===== src/rtl/cari_pkg.sv =====
`timescale 1ns / 1ps
// ----------------------------------------------------------------------------
// cari_pkg
// Shared types, codes and sizes of the index compaction and remap block.
// ----------------------------------------------------------------------------
package cari_pkg;

  localparam int MAX_ENTRIES = 4096;
  localparam int IDX_W       = 12;
  localparam int CNT_W       = $clog2(MAX_ENTRIES + 1);
  localparam int ADDR_W      = $clog2(MAX_ENTRIES);
  localparam int QDEPTH      = 4;
  localparam int QPTR_W      = $clog2(QDEPTH);
  localparam int QCNT_W      = $clog2(QDEPTH + 1);

  localparam logic [1:0] CMD_RESTART = 2'd0;
  localparam logic [1:0] CMD_LOAD    = 2'd1;
  localparam logic [1:0] CMD_REMAP   = 2'd2;

  localparam logic [1:0] ST_OK        = 2'd0;
  localparam logic [1:0] ST_REMAP_ERR = 2'd1;
  localparam logic [1:0] ST_FULL      = 2'd2;

  typedef struct packed {
    logic [1:0]       cmd;
    logic [31:0]      use_count;
    logic [IDX_W-1:0] first_old_index;
    logic [IDX_W-1:0] second_old_index;
  } in_item_t;

  typedef struct packed {
    logic             kept;
    logic [IDX_W-1:0] new_index;
    logic [IDX_W-1:0] first_new_index;
    logic [IDX_W-1:0] second_new_index;
    logic [1:0]       status;
  } out_item_t;

  typedef enum logic [1:0] {
    OP_ZERO,
    OP_LOAD,
    OP_FULL,
    OP_REMAP
  } op_kind_t;

  // One decoded operation handed from the front end to the back end.
  typedef struct packed {
    op_kind_t          kind;
    logic [ADDR_W-1:0] addr_a;
    logic [ADDR_W-1:0] addr_b;
    logic              kept;
    logic [IDX_W-1:0]  idx;
    logic              range_a;
    logic              range_b;
  } op_t;

  typedef struct packed {
    logic             kept;
    logic [IDX_W-1:0] idx;
  } mem_word_t;

endpackage


===== src/rtl/cari_front.sv =====
`timescale 1ns / 1ps
// ----------------------------------------------------------------------------
// cari_front
// Decodes each input item, keeps the load counters and issues one operation.
// ----------------------------------------------------------------------------
module cari_front (
  input  logic              clk,
  input  logic              rst_n,
  input  logic              in_valid,
  input  logic              q_full,
  input  cari_pkg::in_item_t in_data,
  output logic              push,
  output cari_pkg::op_t     push_data
);
  import cari_pkg::*;

  logic [CNT_W-1:0] loaded_count_r, loaded_count_nxt;
  logic [CNT_W-1:0] next_idx_r, next_idx_nxt;
  logic             table_full;
  logic             keep;

  assign push       = in_valid && !q_full;
  assign table_full = loaded_count_r >= CNT_W'(MAX_ENTRIES);
  assign keep       = in_data.use_count != 32'd0;

  always_comb begin
    loaded_count_nxt  = loaded_count_r;
    next_idx_nxt      = next_idx_r;
    push_data.kind    = OP_ZERO;
    push_data.addr_a  = in_data.first_old_index[ADDR_W-1:0];
    push_data.addr_b  = in_data.second_old_index[ADDR_W-1:0];
    push_data.kept    = keep;
    push_data.idx     = next_idx_r[IDX_W-1:0];
    push_data.range_a = CNT_W'(in_data.first_old_index) < loaded_count_r;
    push_data.range_b = CNT_W'(in_data.second_old_index) < loaded_count_r;
    unique case (in_data.cmd)
      CMD_RESTART: begin
        loaded_count_nxt = '0;
        next_idx_nxt     = '0;
      end
      CMD_LOAD: begin
        if (table_full) begin
          push_data.kind = OP_FULL;
        end else begin
          push_data.kind   = OP_LOAD;
          push_data.addr_a = loaded_count_r[ADDR_W-1:0];
          loaded_count_nxt = loaded_count_r + CNT_W'(1);
          if (keep) begin
            next_idx_nxt = next_idx_r + CNT_W'(1);
          end
        end
      end
      CMD_REMAP: begin
        push_data.kind = OP_REMAP;
      end
      default: begin
        push_data.kind = OP_ZERO;
      end
    endcase
  end

  always_ff @(posedge clk) begin
    if (!rst_n) begin
      loaded_count_r <= '0;
      next_idx_r     <= '0;
    end else if (push) begin
      loaded_count_r <= loaded_count_nxt;
      next_idx_r     <= next_idx_nxt;
    end
  end

endmodule


===== config.mk =====
export PLATFORM = sky130hd
export DESIGN_NAME = cari_front
export DESIGN_NICKNAME = d
export VERILOG_FILES = /design/src/rtl/cari_pkg.sv /design/src/rtl/cari_front.sv
export SDC_FILE = /design/constraint.sdc
export NUM_CORES = 1
export LEC_CHECK = 0
export BUFFER_PORTS_ARGS = -buffer_cell sky130_fd_sc_hd__buf_4
export CAP_MARGIN = 15
export CORE_MARGIN = 4
export CORE_UTILIZATION = 48
export CTS_BUF_LIST = sky130_fd_sc_hd__clkbuf_4
export CTS_CLUSTER_SIZE = 10
export DETAILED_ROUTE_END_ITERATION = 16
export PLACE_DENSITY = 0.83
export SLEW_MARGIN = 20
export SYNTH_ARGS = -nofsm -noshare
export SYNTH_HDL_FRONTEND = slang
export SYNTH_SLANG_ARGS = --single-unit
export TNS_END_PERCENT = 100

===== constraint.sdc =====
create_clock -name clk -period 2.35 [get_ports clk]
set_clock_uncertainty 0.2 [all_clocks]
set_input_delay 0.1175 -clock clk [delete_from_list [all_inputs] [get_ports clk]]
set_output_delay 0.1175 -clock clk [all_outputs]
set_load 0.05 [all_outputs]

==> reports/qor.csv <==
metric,value,unit
status,"complete, no violations",
hpwl dp,4.73,mm
minimum clock period,2.20,ns
total grt overflow,0,
crit end category,output port,
post-synthesis net count,358,
top-area cell type share of the netlist area,24.1,%
detailed-route wire length,5.64,mm
layout cells sized above 1,33.4,%
GRT Overall Usage,20.1,%
Die ar.,5450,sq um
switch share,34.2,%
met3 WL,399,um
# setup viols final,0,
Leak Pwr,1.23,nW
number of port buffers,103,
Worst slew margin,62.6,%
TritonCTS Sinks,25,
most frequent cells in the layout,"102 x buf_4, 28 x ha_1, 25 x nand2_1",
power per cell area,348,nW/um^2
first-pass GRT wire length,8.87,mm
routed len/inst,13.8,um
Filler cells,356,
"Seq/Total Area, Yosys",24.1,%
Cells after Synth,268,
Setup Total Neg Slack,0,ns
Synth Warn #,0,
"Max FO, Critical Path",5,
Hold/Removal Path Class,input port to register,
largest net degree at the start of global routing,25,
placed cell count,404,
die width,73.8,um
Initial DRC Count,113,
core area,4090,sq um
Placer Congestion,0.853,
initial antenna violation count,0,
Via density,5.47,
asr flop ratio synth,0,%
"Clk Latency, worst-skew pair",0.32,ns
Root Driver,clkbuf_4,
multi-input logic area,1410,sq um
Final Hold Fails,0,
synth top area cells,"dfxtp_1 24%, ha_1 17%, o21ai_0 6.0%, buf_4 4.7%, a21oi_1 4.6%",
CP Buf/Inv Count,2,
WS Path Type,register to output port,
max_cap viols,0,
Longest Clk Path Bufs,2,
Chip Height,73.8,um
Routed Antenna Nets,0,
VDD IR max,0.266,mV
Worst-Margin Slew,0.559,ns
critical path startpoint category,register,
postcts setup bufs,0,
Yosys top cell by area,dfxtp_1,
number of buffers created by CTS,3,
share of power burned in registers,42.8,%
"critical path, cell by cell",inv_1 -> ha_1 -> a21o_1 -> a21oi_2 -> nand3_1 -> o21ai_1 -> buf_6,
"Clk pin slew, worst setup/hold paths",0.14,ns
highest routed layer,met4,
"slowest stage delay, CP",0.37,ns
Arrival @ worst endpoint,1.89,ns
"most common cell after layout, fill and taps aside",buf_4,
CP max stage cell,dfxtp_1,
IO Pins,104,
TritonCTS clock tree,built,
std cell rows,23,
Antenna diodes,0,
hold_ws,0.150,ns
internal power,0.000655,W
Unique masters post-synth,40,
Met1 Wirelength,2.26,mm
vias,2236,
DRC viols,0,
CTS H-Tree Depth,1,
cell family with most CP delay,compound AO/OA/AOI/OAI gates,
"EDFF count, synth",0,
"Primary FF master, synth",dfxtp_1,
Reg area,502,sq um
Final period util,93.8,%
WP data required,2.03,ns
Synth Register Bits,25,
Synth-to-Final Area Change,37.7,%
Final #Nets,450,
vias in the first global route,2071,
combinational fraction of design power,36.7,%
starting density of the core,50.9,%
Fmax,0.454,GHz
post-synthesis area per instance,7.75,sq um
Finished Layout Cells,409,
Met2 Wirelength,2.94,mm
DRT Pass-1 Iters,4,
Pins Over Slew Limit,0,
clock share of power,20.5,%
NetSw,0.000341,W
Post-Synthesis Cell Area,2080,sq um
==> power by group through the flow <==
| stage | clock (W) | combinational [W] | sequential [W] |
|---|---|---|---|
| after floorplan | 0 | 0.000218 | 0.000436 |
| after global placement | 0 | 0.000351 | 0.000436 |
| after detailed placement | 0 | 0.000357 | 0.000436 |
| after CTS | 0.000210 | 0.000360 | 0.000426 |
| after global routing | 0.000232 | 0.000393 | 0.000427 |
| final | 0.000205 | 0.000365 | 0.000426 |
==> stage by stage <==
| stage | setup slack (ns) | total power, W | instance area (sq um) | util (%) |
|---|---|---|---|---|
| 4_1_cts | 0.0600 | 0.000996 | 2840 | 69.4 |
| 3_5_place_dp | 0.401 | 0.000793 | 2800 | 68.4 |
| 3_3_place_gp | 0.454 | 0.000787 | 2800 | 68.4 |
| 5_1_grt | -0.00112 | 0.00105 | 2860 | 70.1 |
| 2_1_floorplan | 0.168 | 0.000654 | 2080 | - |
| 6_report | 0.146 | 0.000996 | 2860 | 70.1 |
==> path summary, 6_finish.rpt <==
path                                   startpoint                         endpoint  slack (ns)  cells past startpoint
setup / recovery  loaded_count_r[10]$_SDFFE_PN0P_                     push_data[0]        0.15                      7
hold / removal                             q_full   loaded_count_r[0]$_SDFFE_PN0P_        0.15                      5
setup reg to reg  loaded_count_r[12]$_SDFFE_PN0P_  loaded_count_r[11]$_SDFFE_PN0P_        0.52                      5
hold reg to reg       next_idx_r[11]$_SDFFE_PN0P_      next_idx_r[11]$_SDFFE_PN0P_        0.30                      1
==> timing repair <==
item                                   in CTS  in global routing
hold buffers                                1                  0
setup endpoints to repair                   0                 12
endpoints found under the hold margin       5                  0
resized for setup                           0                  9
==> worst min-delay path, delay by kind of cell <==
kind,cells,cell delay (ns)
AO/OA/AOI/OAI,2,0.26
AND/OR/NAND/NOR,2,0.18
buffers and inverters,1,0.07
==> area by class of cell <==
| class | count | share of cell area [%] |
|---|---|---|
| inverter | 16 | 2.10 |
| sequential | 25 | 17.5 |
| multi-input combinational | 209 | 49.3 |
| clock buffer | 4 | 1.05 |
| tap | 50 | 2.19 |
| timing repair buffer | 105 | 27.9 |
==> logic make-up (layout without fill, tap and decap cells) <==
logic type,after synthesis,after routing,share of synthesized area (%)
multiplexers,1,1,0.482
XOR/XNOR,9,9,3.79
adder cells (fa/ha/maj),28,28,16.9
flip-flops,25,25,24.1
AO/OA/AOI/OAI,64,64,19.4
buffers and inverters,34,125,8.91
AND/OR/NAND/NOR,107,107,26.5
==> per-layer routing <==
metal	vias to the layer above	track usage [%]
met1	1008	24.0
met3	4	4.24
met4	0	2.82
met2	82	37.2
li1	1142	-
met5	-	0
==> synthesized netlist by cell type (4+ instances only) <==
library cell	number
or3_1	6
nor2_1	20
a21o_1	4
o21ai_0	25
a21oi_1	19
nor2b_1	4
inv_1	16
dfxtp_1	25
nand2b_1	4
xnor2_1	8
o2bb2ai_1	4
buf_4	13
nand2_1	25
nor3_1	5
ha_1	28
nor4_1	11
nand3_1	14
nand4_1	6
==> state kept, by name (all words and copies together), names as in the netlist <==
register        flops
next_idx_r         12
loaded_count_r     13
(Power assumes the default switching activity.)
