## src/rtl/cari_pkg.sv

```systemverilog
`timescale 1ns / 1ps
// ----------------------------------------------------------------------------
// cari_pkg
// Shared types, codes and sizes of the index compaction and remap block.
// ----------------------------------------------------------------------------
package cari_pkg;

  localparam int MAX_ENTRIES = 4096;
  localparam int IDX_W       = 12;
  localparam int CNT_W       = $clog2(MAX_ENTRIES + 1);
  localparam int ADDR_W      = $clog2(MAX_ENTRIES);
  localparam int QDEPTH      = 4;
  localparam int QPTR_W      = $clog2(QDEPTH);
  localparam int QCNT_W      = $clog2(QDEPTH + 1);

  localparam logic [1:0] CMD_RESTART = 2'd0;
  localparam logic [1:0] CMD_LOAD    = 2'd1;
  localparam logic [1:0] CMD_REMAP   = 2'd2;

  localparam logic [1:0] ST_OK        = 2'd0;
  localparam logic [1:0] ST_REMAP_ERR = 2'd1;
  localparam logic [1:0] ST_FULL      = 2'd2;

  typedef struct packed {
    logic [1:0]       cmd;
    logic [31:0]      use_count;
    logic [IDX_W-1:0] first_old_index;
    logic [IDX_W-1:0] second_old_index;
  } in_item_t;

  typedef struct packed {
    logic             kept;
    logic [IDX_W-1:0] new_index;
    logic [IDX_W-1:0] first_new_index;
    logic [IDX_W-1:0] second_new_index;
    logic [1:0]       status;
  } out_item_t;

  typedef enum logic [1:0] {
    OP_ZERO,
    OP_LOAD,
    OP_FULL,
    OP_REMAP
  } op_kind_t;

  // One decoded operation handed from the front end to the back end.
  typedef struct packed {
    op_kind_t          kind;
    logic [ADDR_W-1:0] addr_a;
    logic [ADDR_W-1:0] addr_b;
    logic              kept;
    logic [IDX_W-1:0]  idx;
    logic              range_a;
    logic              range_b;
  } op_t;

  typedef struct packed {
    logic             kept;
    logic [IDX_W-1:0] idx;
  } mem_word_t;

endpackage

```

## src/rtl/cari_queue.sv

```systemverilog
`timescale 1ns / 1ps
// ----------------------------------------------------------------------------
// cari_queue
// Small FIFO of decoded operations between the front and back ends.
// ----------------------------------------------------------------------------
module cari_queue (
  input  logic          clk,
  input  logic          rst_n,
  input  logic          push,
  input  cari_pkg::op_t push_data,
  input  logic          pop,
  output cari_pkg::op_t pop_data,
  output logic          full,
  output logic          empty
);
  import cari_pkg::*;

  op_t               slots_r [QDEPTH];
  logic [QPTR_W-1:0] wr_ptr_r, rd_ptr_r;
  logic [QCNT_W-1:0] count_r;

  assign full     = count_r == QCNT_W'(QDEPTH);
  assign empty    = count_r == '0;
  assign pop_data = slots_r[rd_ptr_r];

  always_ff @(posedge clk) begin
    if (push) begin
      slots_r[wr_ptr_r] <= push_data;
    end
  end

  always_ff @(posedge clk) begin
    if (!rst_n) begin
      wr_ptr_r <= '0;
      rd_ptr_r <= '0;
      count_r  <= '0;
    end else begin
      if (push) begin
        wr_ptr_r <= wr_ptr_r + QPTR_W'(1);
      end
      if (pop) begin
        rd_ptr_r <= rd_ptr_r + QPTR_W'(1);
      end
      if (push && !pop) begin
        count_r <= count_r + QCNT_W'(1);
      end else if (pop && !push) begin
        count_r <= count_r - QCNT_W'(1);
      end
    end
  end

endmodule

```

## config.mk

```make
export PLATFORM = sky130hd
export DESIGN_NAME = cari_queue
export DESIGN_NICKNAME = d
export VERILOG_FILES = /design/src/rtl/cari_pkg.sv /design/src/rtl/cari_queue.sv
export SDC_FILE = /design/constraint.sdc
export NUM_CORES = 1
export LEC_CHECK = 0
export BUFFER_PORTS_ARGS = -buffer_cell sky130_fd_sc_hd__clkbuf_2
export CORE_MARGIN = 2
export CORE_UTILIZATION = 40
export DETAILED_ROUTE_END_ITERATION = 8
export GPL_TIMING_DRIVEN = 0
export SLEW_MARGIN = 20
export SYNTH_ARGS = -nofsm -noshare
export SYNTH_HDL_FRONTEND = slang
export SYNTH_SLANG_ARGS = --single-unit
```

## constraint.sdc

```tcl
create_clock -name clk -period 5.5 [get_ports clk]
set_input_delay 1.1 -clock clk [delete_from_list [all_inputs] [get_ports clk]]
set_output_delay 1.1 -clock clk [all_outputs]
set_load 0.05 [all_outputs]
```

==> summary.md, run 1 <==
| Metric | Value |
|---|---|
| CTS Buf Count | `17` |
| Final wirelength | `10500 um` |
| First-pass GRT wire length | `15700 um` |
| Reg2reg setup slack | `3940 ps` |
| Core area | `15800 um2` |
| Placed Cells | `561` |
| Total global-route track usage | `13.1%` |
| Post-route ant nets | `0` |
| Ant. Diodes | `0` |
| H-Tree Depth | `4` |
| Status | `completed` |
| Most common cell in the netlist | `edfxtp_1` |
| Area delta synth->final | `19.9%` |
| CP max stage cell | `mux4_2` |
| Starting Density | `40.7%` |
| Clock latency on the worst-skew pair | `410 ps` |
| Post-synth EDFFs | `164` |
| Final Slew Violations | `0` |
| Top-area cell type share of the netlist area | `76.8%` |
| Peak supply drop | `210 uV` |
| Hold Slack | `520 ps` |
| RSZ-0062 raised after global routing | `no` |
| Vias per inst | `4.78` |
| Hold Crit Endpoint | `count_r[2]$_SDFFE_PN0P_` |
| CP Max Fanout | `10` |
| Arr. time, crit path | `1910 ps` |
| CTS clock-pin slew for the worst setup and hold paths | `60 ps` |
| Hold Crit Start | `count_r[2]$_SDFFE_PN0P_` |
| Syn. warnings | `0` |
| Vias in the first global route | `2930` |
| Avg Inst Size Synth | `24.9 um2` |
| Post_cts resized | `0` |
| Mapped Area | `6410 um2` |
| FFs w/ async S/R, synth | `0%` |
| Final min period | `3010 ps` |
| Slew headroom | `54.9%` |
| CTS tree | `built` |
| Dpl ws | `2850 ps` |
| Worst Skew | `7.19 ps` |
| First drt pass iteration count | `4` |
| DR vias | `2832` |
| Gp weighted congestion | `0.622` |
| DRC | `0` |
| Worst R2R Path Depth | `3` |
| Clock Tree Root | `clkbuf_16` |
| Final TNS setup | `0 ps` |
| Sink Count | `173` |
| PortBufs | `87` |
| Setup repair bufs after CTS | `0` |
| Cts hold-fix bufs | `0` |
| HP Class | `reg2reg` |
| Post-synthesis sequential area ratio | `79.6%` |
| IO Pins | `88` |
| Antenna violations before repair | `1` |
| CP peak stage delay | `370 ps` |
| Hold depth | `2` |
| Least-Margin Pin Slew | `676 ps` |
| Dpl hpwl | `5990 um` |
| Layout cells sized above 1 | `44.3%` |
| Row cnt | `46` |
| Full die area | `17100 um2` |
| Die H | `131 um` |
| Synth unique cells | `22` |
| Fin cells | `593` |
| Die Wd | `131 um` |
| Max_cap viols | `0` |
| Pwr per Cell Area | `403 nW/um2` |
| Lkg Pwr | `2.64 nW` |
| Hold Vio Cnt, Final | `0` |
| CP Capture Type | `output pin` |
| Top cells by count, synth | `edfxtp_1 (164), mux4_2 (40), and2_1 (9), dfxtp_1 (9), ha_1 (5)` |
| DRT iter0 DRCs | `180` |
| Fin crit share | `54.7%` |
| Syn nets | `309` |
| Yosys top cell by area | `edfxtp_1` |
| Area contributors post-synth | `edfxtp_1 (77%), mux4_2 (14%), dfxtp_1 (2.8%)` |
| FF-to-FF End | `slots_r[0][6]$_DFFE_PP_` |
| Routed len/inst | `17.7 um` |
| Grt ovf | `0` |
| WP data required | `4400 ps` |
| Synthesized instance count | `258` |
| Primary FF master, synth | `edfxtp_1` |
| Critical R2R Launch | `wr_ptr_r[0]$_SDFFE_PN0P_` |
| Cells along the critical path | `buf_1 > buf_2 > mux4_2 > clkbuf_2` |
| Final setup violation count | `0` |
| Largest net degree at the start of global routing | `42` |
| Clk buf depth | `2` |
| Post-layout power | `3.09 mW` |
| Critical path type | `reg2out` |
| Startpoint Class | `flip-flop` |
| Fin nets | `415` |
| Fmax | `0.333 GHz` |
| Worst Setup Slack, final | `2490 ps` |
| Synthesized flop and latch total | `173` |
## metrics by stage
| stage | util [%] | instance area, um2 |
|---|---|---|
| global placement | 45.1 | 7120 |
| finish | 48.7 | 7690 |
| detailed placement | 45.2 | 7130 |
| CTS | 48.7 | 7690 |
| global route | 48.7 | 7690 |
| floorplan | - | 6410 |
## power breakdown
part / total, mW / switching [mW] / internal (mW)
combinational: 0.444 / 0.303 / 0.141
clock: 1.12 / 0.461 / 0.662
sequential: 1.53 / 0.0170 / 1.51
total: 3.09 / 0.781 / 2.31
## cells in the final DEF (no fill, tap or decap), types with 2 or more instances in the layout
| cell | instances |
|---|---|
| and2_1 | 5 |
| and2_4 | 4 |
| buf_12 | 4 |
| buf_2 | 4 |
| bufinv_16 | 2 |
| clkbuf_1 | 2 |
| clkbuf_16 | 17 |
| clkbuf_2 | 87 |
| clkinv_1 | 3 |
| clkinv_2 | 4 |
| clkinv_4 | 3 |
| dfxtp_1 | 9 |
| edfxtp_1 | 164 |
| ha_1 | 5 |
| inv_1 | 4 |
| mux2i_1 | 2 |
| mux4_2 | 40 |
| nor2b_1 | 2 |
| xnor2_1 | 2 |
| xor2_1 | 3 |
## how the worst max path moves through the flow
stage	depth (start not counted)	startpoint	end	slack [ps]
3_3_place_gp	2	push	slots_r[0][19]$_DFFE_PP_	1930
5_1_grt	4	flip-flop	pop_data[35]	2350
6_report	4	flip-flop	pop_data[35]	2490
4_1_cts	4	flip-flop	pop_data[35]	2430
2_1_floorplan	1	count_r[1]$_SDFFE_PN0P_	full	2900
3_5_place_dp	7	push	count_r[2]$_SDFFE_PN0P_	2850
## registers in the layout, indices dropped and copies added (netlist names), named ones only
name / flops
rd_ptr_r: 2
count_r: 3
slots_r: 164
wr_ptr_r: 2
## worst max-delay path, delay by kind of cell (launching register included)
kind | cells | cell delay, ps
muxes | 1 | 370
buffers and inverters | 3 | 820
DFF | 1 | 310
## metal layers
layer,part of all wire [%],track usage [%],up-vias
met2,51,21.5,59
li1,-,-,1292
met3,4.7,4.40,15
met1,42,15.8,1464
met5,0.13,0,-
met4,1.7,5.63,2
## logic make-up after synthesis
family,share of synthesized area (%)
flops,79.6
mux,14.8
simple gates,1.42
buf+inv,2.03
fa+ha+maj,1.29
xor+xnor,0.683
compound gates,0.195
## layout make-up
cell class                      count  area, um2
Inverter                            4       15.0
Timing Repair Buffer               87        435
Clock inverter                     13        125
Sequential cell                   173       5100
Clock buffer                       19        433
Multi-Input combinational cell     71       1190
Fill cell                        1360       8080
Tap cell                          216        270
Buffer                             10        115
Power figures use the tool's default switching activity.
==> inputs of run 2 (changes only) <==
- ABC_AREA: default -> 1
- clock period: 5.5 -> 2.7 ns (I/O delays scaled with it)
==> run 2 against run 1 <==
Against the previous run: die area grew 1.6%; cell area grew 2.0%; largest power group unchanged; setup slack lost 2200 ps; first-iteration DRC count grew 33%; combinational power grew 94%; clock skew grew 5.9 ps; routed wire length grew 36%; critical endpoint unchanged; non-clock buffer count grew 19; sequential cell count is the same; core utilization grew 0.62 points; synthesized cell count grew 76%.
==> summary.md, run 2 <==
| Metric | Value |
|---|---|
| Top cells by count, synth | `edfxtp_1 (164), nor2_1 (87), o21ai_1 (47)` |
| Max_cap viols | `0` |
| Die H | `132 um` |
| Final wirelength | `14200 um` |
| Setup repair bufs after CTS | `0` |
| Hold depth | `1` |
| Vias per inst | `5.06` |
| Gp weighted congestion | `0.706` |
| Area of the multi-input gates | `1180 um2` |
| Lkg Pwr | `2.83 nW` |
| Post-synth EDFFs | `164` |
| Fmax | `0.411 GHz` |
| Layout cells sized above 1 | `25.0%` |
| IO Pins | `88` |
| Final TNS setup | `0 ps` |
| Starting Density | `41.0%` |
| Final Slew Violations | `0` |
| Max reg flops | `164` |
| Fin crit share | `90.1%` |
| Hold Crit Endpoint | `slots_r[2][38]$_DFFE_PP_` |
| Clk buf depth | `2` |
| Critical path type | `reg2out` |
| Hold Crit Start | `push_data[38]` |
| Mapped Area | `6520 um2` |
| Clock Tree Root | `clkbuf_16` |
| H-Tree Depth | `4` |
| Worst R2R Path Depth | `5` |
| Antenna violations before repair | `1` |
| CTS clock-pin slew for the worst setup and hold paths | `60 ps` |
| Dpl hpwl | `8570 um` |
| Most common cell after layout, fill and taps aside | `edfxtp_1` |
| Largest net degree at the start of global routing | `25` |
| GRT Max-Usage Layer | `met2` |
| Vias in the first global route | `4126` |
| CTS tree | `built` |
| Yosys top cell by area | `edfxtp_1` |
| Leading cell types in the layout, fill and taps excluded | `edfxtp_1 (164), nor2_1 (87), clkbuf_2 (87)` |
| Synth unique cells | `18` |
| Ant. Diodes | `0` |
| Post-route ant nets | `0` |
| Largest register by flop count | `slots_r` |
| Grt ovf | `0` |
| Post_cts resized | `0` |
| FFs w/ async S/R, synth | `0%` |
| CP Capture Type | `output pin` |
| CTS Buf Count | `17` |
| Critical R2R Launch | `wr_ptr_r[0]$_SDFFE_PN0P_` |
| Die Wd | `132 um` |
| Register area | `5100 um2` |
| Hold Vio Cnt, Final | `0` |
| Most common cell in the netlist | `edfxtp_1` |
| Routed len/inst | `18.0 um` |
| Arr. time, crit path | `1890 ps` |
| FF-to-FF End | `slots_r[0][5]$_DFFE_PP_` |
| GR Util met2 | `28.7%` |
| Fin cells | `792` |
| Pwr per Cell Area | `789 nW/um2` |
| Core area | `15900 um2` |
| Final min period | `2430 ps` |
| DR vias | `4006` |
| Total global-route track usage | `17.0%` |
| Worst Skew | `13.1 ps` |
| PortBufs | `87` |
| HP Class | `in2reg` |
| Synthesized flop and latch total | `173` |
| Fin nets | `615` |
| Syn. warnings | `0` |
| First drt pass iteration count | `5` |
| Avg Inst Size Synth | `14.4 um2` |
| GR Util met3 | `6.40%` |
| Final setup violation count | `0` |
| Reg2reg setup slack | `1000 ps` |
| Startpoint Class | `flip-flop` |
| Top-area cell type share of the netlist area | `75.6%` |
| Primary FF master, synth | `edfxtp_1` |
| Post-layout power | `6.18 mW` |
| Post-synthesis sequential area ratio | `78.3%` |
| First-pass GRT wire length | `21800 um` |
| CP Max Fanout | `10` |
| Cts hold-fix bufs | `0` |
| Area delta synth->final | `20.3%` |
| Largest regs | `slots_r: 164 flops, count_r: 3 flops` |
| WP data required | `2160 ps` |
| Syn nets | `505` |
| Fill cell count | `1413` |
| RSZ-0062 raised after global routing | `no` |
| Clock latency on the worst-skew pair | `420 ps` |
| Synthesized instance count | `454` |
| Full die area | `17300 um2` |
| Row cnt | `46` |
| Sink Count | `173` |
| Placed Cells | `761` |
| Least-Margin Pin Slew | `563 ps` |
| Area contributors post-synth | `edfxtp_1 (76%), nor2_1 (5.0%), o22ai_1 (3.9%)` |
| Status | `completed` |
| Slew headroom | `62.4%` |
| DRC | `0` |
| Peak supply drop | `383 uV` |
| DRT iter0 DRCs | `240` |
| Met1 Usage GRT | `20.3%` |
| Hold Slack | `332 ps` |
-- run 2: cell types whose count changed after synthesis, moves of 3 or more --
| cell | delta |
|---|---|
| mux4_2 | -40 |
| buf_4 | +4 |
| a21oi_1 | +4 |
| nor2_1 | +87 |
| o21ai_0 | +40 |
| and2_1 | -9 |
| o22ai_1 | +41 |
| xor2_1 | -3 |
| nand2_1 | +8 |
| o21ai_1 | +47 |
| buf_6 | +4 |
| buf_12 | -4 |
| inv_1 | +11 |
| buf_2 | +12 |
-- run 2: how the worst max path moves through the flow --
stage                     startpoint                       to  slack [ps]  cells after the start
after floorplan            flip-flop             pop_data[17]         710                      4
after global placement          push  slots_r[3][9]$_DFFE_PP_          50                      3
after detailed placement   flip-flop             pop_data[35]         740                      4
after CTS                  flip-flop             pop_data[35]         290                      4
after global routing       flip-flop             pop_data[31]         200                      5
final                      flip-flop             pop_data[35]         270                      5
-- run 2: cell families (layout without fill, tap and decap cells) --
family	count (synthesis)	in the layout	share of synthesized area, %
fa+ha+maj	6	6	1.27
simple gates	100	100	5.86
flops	173	173	78.3
compound gates	133	133	11.0
buf+inv	42	164	3.53
-- run 2: through the flow --
step,utilization [%],cell area [um2],worst slack [ps]
6_report,49.4,7840,268
3_3_place_gp,45.5,7220,54.9
3_5_place_dp,46.0,7300,744
2_1_floorplan,-,6520,705
5_1_grt,49.4,7840,198
4_1_cts,49.4,7840,288
-- run 2: area by class of cell --
cell class	instances	share of cell area (%)
flip-flops and latches	173	65.1
multi-input cells	239	15.1
clock inverters	10	1.26
clock buffers	21	5.62
plain buffers	25	2.12
well taps	216	3.45
repair buffers	91	6.57
inverters	17	0.814
-- run 2: per-layer routing --
| metal | share of wire [%] | up-vias |
|---|---|---|
| met4 | 1.0 | 2 |
| met3 | 6.9 | 16 |
| met5 | 0.084 | - |
| met1 | 42 | 1962 |
| met2 | 50 | 119 |
| li1 | - | 1907 |
-- run 2: critical path, cell delays in order, from the launching register on --
cell,delay (ps)
dfxtp_1,320
inv_2,160
buf_2,290
nor2_1,60
o22ai_1,290
clkbuf_2,340
-- run 2: report_power, final --
group / total [mW] / switching, mW / leakage, nW / internal (mW)
logic: 0.863 / 0.658 / 0.997 / 0.204
clock network: 2.23 / 0.891 / 0.255 / 1.34
registers: 3.09 / 0.0333 / 1.58 / 3.06
==> inputs of run 3 (changes only) <==
--- a/config.mk
+++ b/config.mk
@@ -12,4 +12,5 @@
 export DETAILED_ROUTE_END_ITERATION = 8
 export GPL_TIMING_DRIVEN = 0
+export SKIP_LAST_GASP = 1
 export SLEW_MARGIN = 20
 export SYNTH_ARGS = -nofsm -noshare
==> constraint.sdc (replaced) <==
create_clock -name clk -period 2.7 [get_ports clk]
set_input_delay 0.135 -clock clk [delete_from_list [all_inputs] [get_ports clk]]
set_output_delay 0.135 -clock clk [all_outputs]
set_load 0.05 [all_outputs]
==> run 3 against run 2 <==
Against the previous run: register-to-register slack barely moved; worst hold slack got worse by 300 ps; sequential power barely moved; global-route usage rose by 0.27 points; sequential share of layout area fell by 3.2 points; setup slack improved by 440 ps.
==> summary.md, run 3 (synthesis results as in run 2) <==
| Metric | Value |
|---|---|
| Status | `completed` |
| Lkg Pwr | `3.00 nW` |
| Final wirelength | `14400 um` |
| Layout cells sized above 1 | `23.3%` |
| Worst Skew | `13.6 ps` |
| Clk buf depth | `2` |
| Hold Vio Cnt, Final | `0` |
| Clock Tree Root | `clkbuf_16` |
| Vias in the first global route | `4297` |
| RSZ-0062 raised after global routing | `no` |
| Leading cell types in the layout, fill and taps excluded | `edfxtp_1 (164), nor2_1 (87), clkbuf_2 (87)` |
| Post-route ant nets | `0` |
| Antenna violations before repair | `0` |
| Row cnt | `46` |
| Final Slew Violations | `0` |
| Largest net degree at the start of global routing | `25` |
| Dpl hpwl | `8570 um` |
| Max_cap viols | `0` |
| Ant. Diodes | `0` |
| Peak supply drop | `383 uV` |
| Final min period | `1990 ps` |
| Slew headroom | `63.6%` |
| Most common cell after layout, fill and taps aside | `edfxtp_1` |
| Max reg flops | `164` |
| Fmax | `0.502 GHz` |
| Full die area | `17300 um2` |
| Die Wd | `132 um` |
| Least-Margin Pin Slew | `546 ps` |
| Dpl cell area | `7300 um2` |
| Startpoint Class | `flip-flop` |
| Final Instance Area | `8250 um2` |
| H-Tree Depth | `4` |
| Final TNS setup | `0 ps` |
| CTS clock-pin slew for the worst setup and hold paths | `60 ps` |
| WP data required | `2570 ps` |
| Gp weighted congestion | `0.706` |
| CTS tree | `built` |
| Grt ovf | `0` |
| Starting Density | `41.0%` |
| Arr. time, crit path | `1860 ps` |
| Sink Count | `173` |
| Final setup violation count | `0` |
| Hold Slack | `30.7 ps` |
| Die H | `132 um` |
| Critical path type | `reg2out` |
| IO Pins | `88` |
| Fin nets | `656` |
| CP Max Fanout | `10` |
| Routed len/inst | `17.3 um` |
| CP Capture Type | `output pin` |
| Total global-route track usage | `17.2%` |
| Post-layout power | `6.24 mW` |
| Fin crit share | `73.8%` |
| PortBufs | `87` |
| DRT iter0 DRCs | `302` |
| Area delta synth->final | `26.6%` |
| CTS Buf Count | `17` |
| First-pass GRT wire length | `22300 um` |
| First drt pass iteration count | `5` |
| Largest regs | `slots_r: 164 flops, count_r: 3 flops` |
| Core area | `15900 um2` |
| DR vias | `4155` |
| DRC | `0` |
| HP Class | `in2reg` |
| Largest register by flop count | `slots_r` |
| Pwr per Cell Area | `756 nW/um2` |
| Clock latency on the worst-skew pair | `420 ps` |
| Vias per inst | `4.99` |
[run 3: changes by cell type in the layout (fill, tap and decap cells not counted)]
| cell | change |
|---|---|
| dlygate4sd3_1 | +41 |
[run 3: final timing paths]
path,start,end,slack (ps),depth (start not counted)
setup / recovery,flip-flop,pop_data[35],710,5
setup reg to reg,wr_ptr_r[0]$_SDFFE_PN0P_,slots_r[0][2]$_DFFE_PP_,1010,5
hold reg to reg,rd_ptr_r[1]$_SDFFE_PN0P_,flip-flop,450,1
hold / removal,rst_n,count_r[2]$_SDFFE_PN0P_,30,3
[run 3: through the flow]
| step | setup WS [ps] | utilization, % | cells |
|---|---|---|---|
| 4_1_cts | 693 | 51.9 | 833 |
| 3_3_place_gp | 201 | 45.5 | 757 |
| 2_1_floorplan | 911 | - | 454 |
| 6_report | 707 | 51.9 | 833 |
| 5_1_grt | 600 | 51.9 | 833 |
| 3_5_place_dp | 978 | 46.0 | 761 |
[run 3: metal layers]
metal | vias up | track usage (%) | share of wire [%] | wire, um
li1 | 1990 | - | - | -
met1 | 2040 | 20.9 | 43 | 6250
met2 | 111 | 29.6 | 50 | 7230
met3 | 14 | 5.56 | 5.3 | 761
met4 | 0 | 5.01 | 0.95 | 137
met5 | - | 0 | 0 | 0
[run 3: worst max-delay path, cell delays in order (launching register included)]
cell and delay, ps:
dfxtp_1 320, inv_2 160, buf_2 290, nor2_1 60, o22ai_1 260, clkbuf_2 330
[run 3: what timing repair did]
action | 4_1_cts | 5_1_grt
hold buffers | 41 | 0
endpoints found under the hold margin | 164 | 0
gates resized for setup | 0 | 0
setup buffers | 0 | 0
[run 3: report_power, final]
| part | internal (mW) | switching (mW) |
|---|---|---|
| Combinational | 0.243 | 0.667 |
| Sequential | 3.06 | 0.0334 |
| Clock | 1.34 | 0.901 |
[run 3: cell type report]
type	instances	area, um2
Clock inverter	10	98.8
Timing Repair Buffer	132	926
Multi-Input combinational cell	239	1180
Buffer	25	166
Clock buffer	21	440
Tap cell	216	270
Sequential cell	173	5100
Inverter	17	63.8
Fill cell	1383	7630
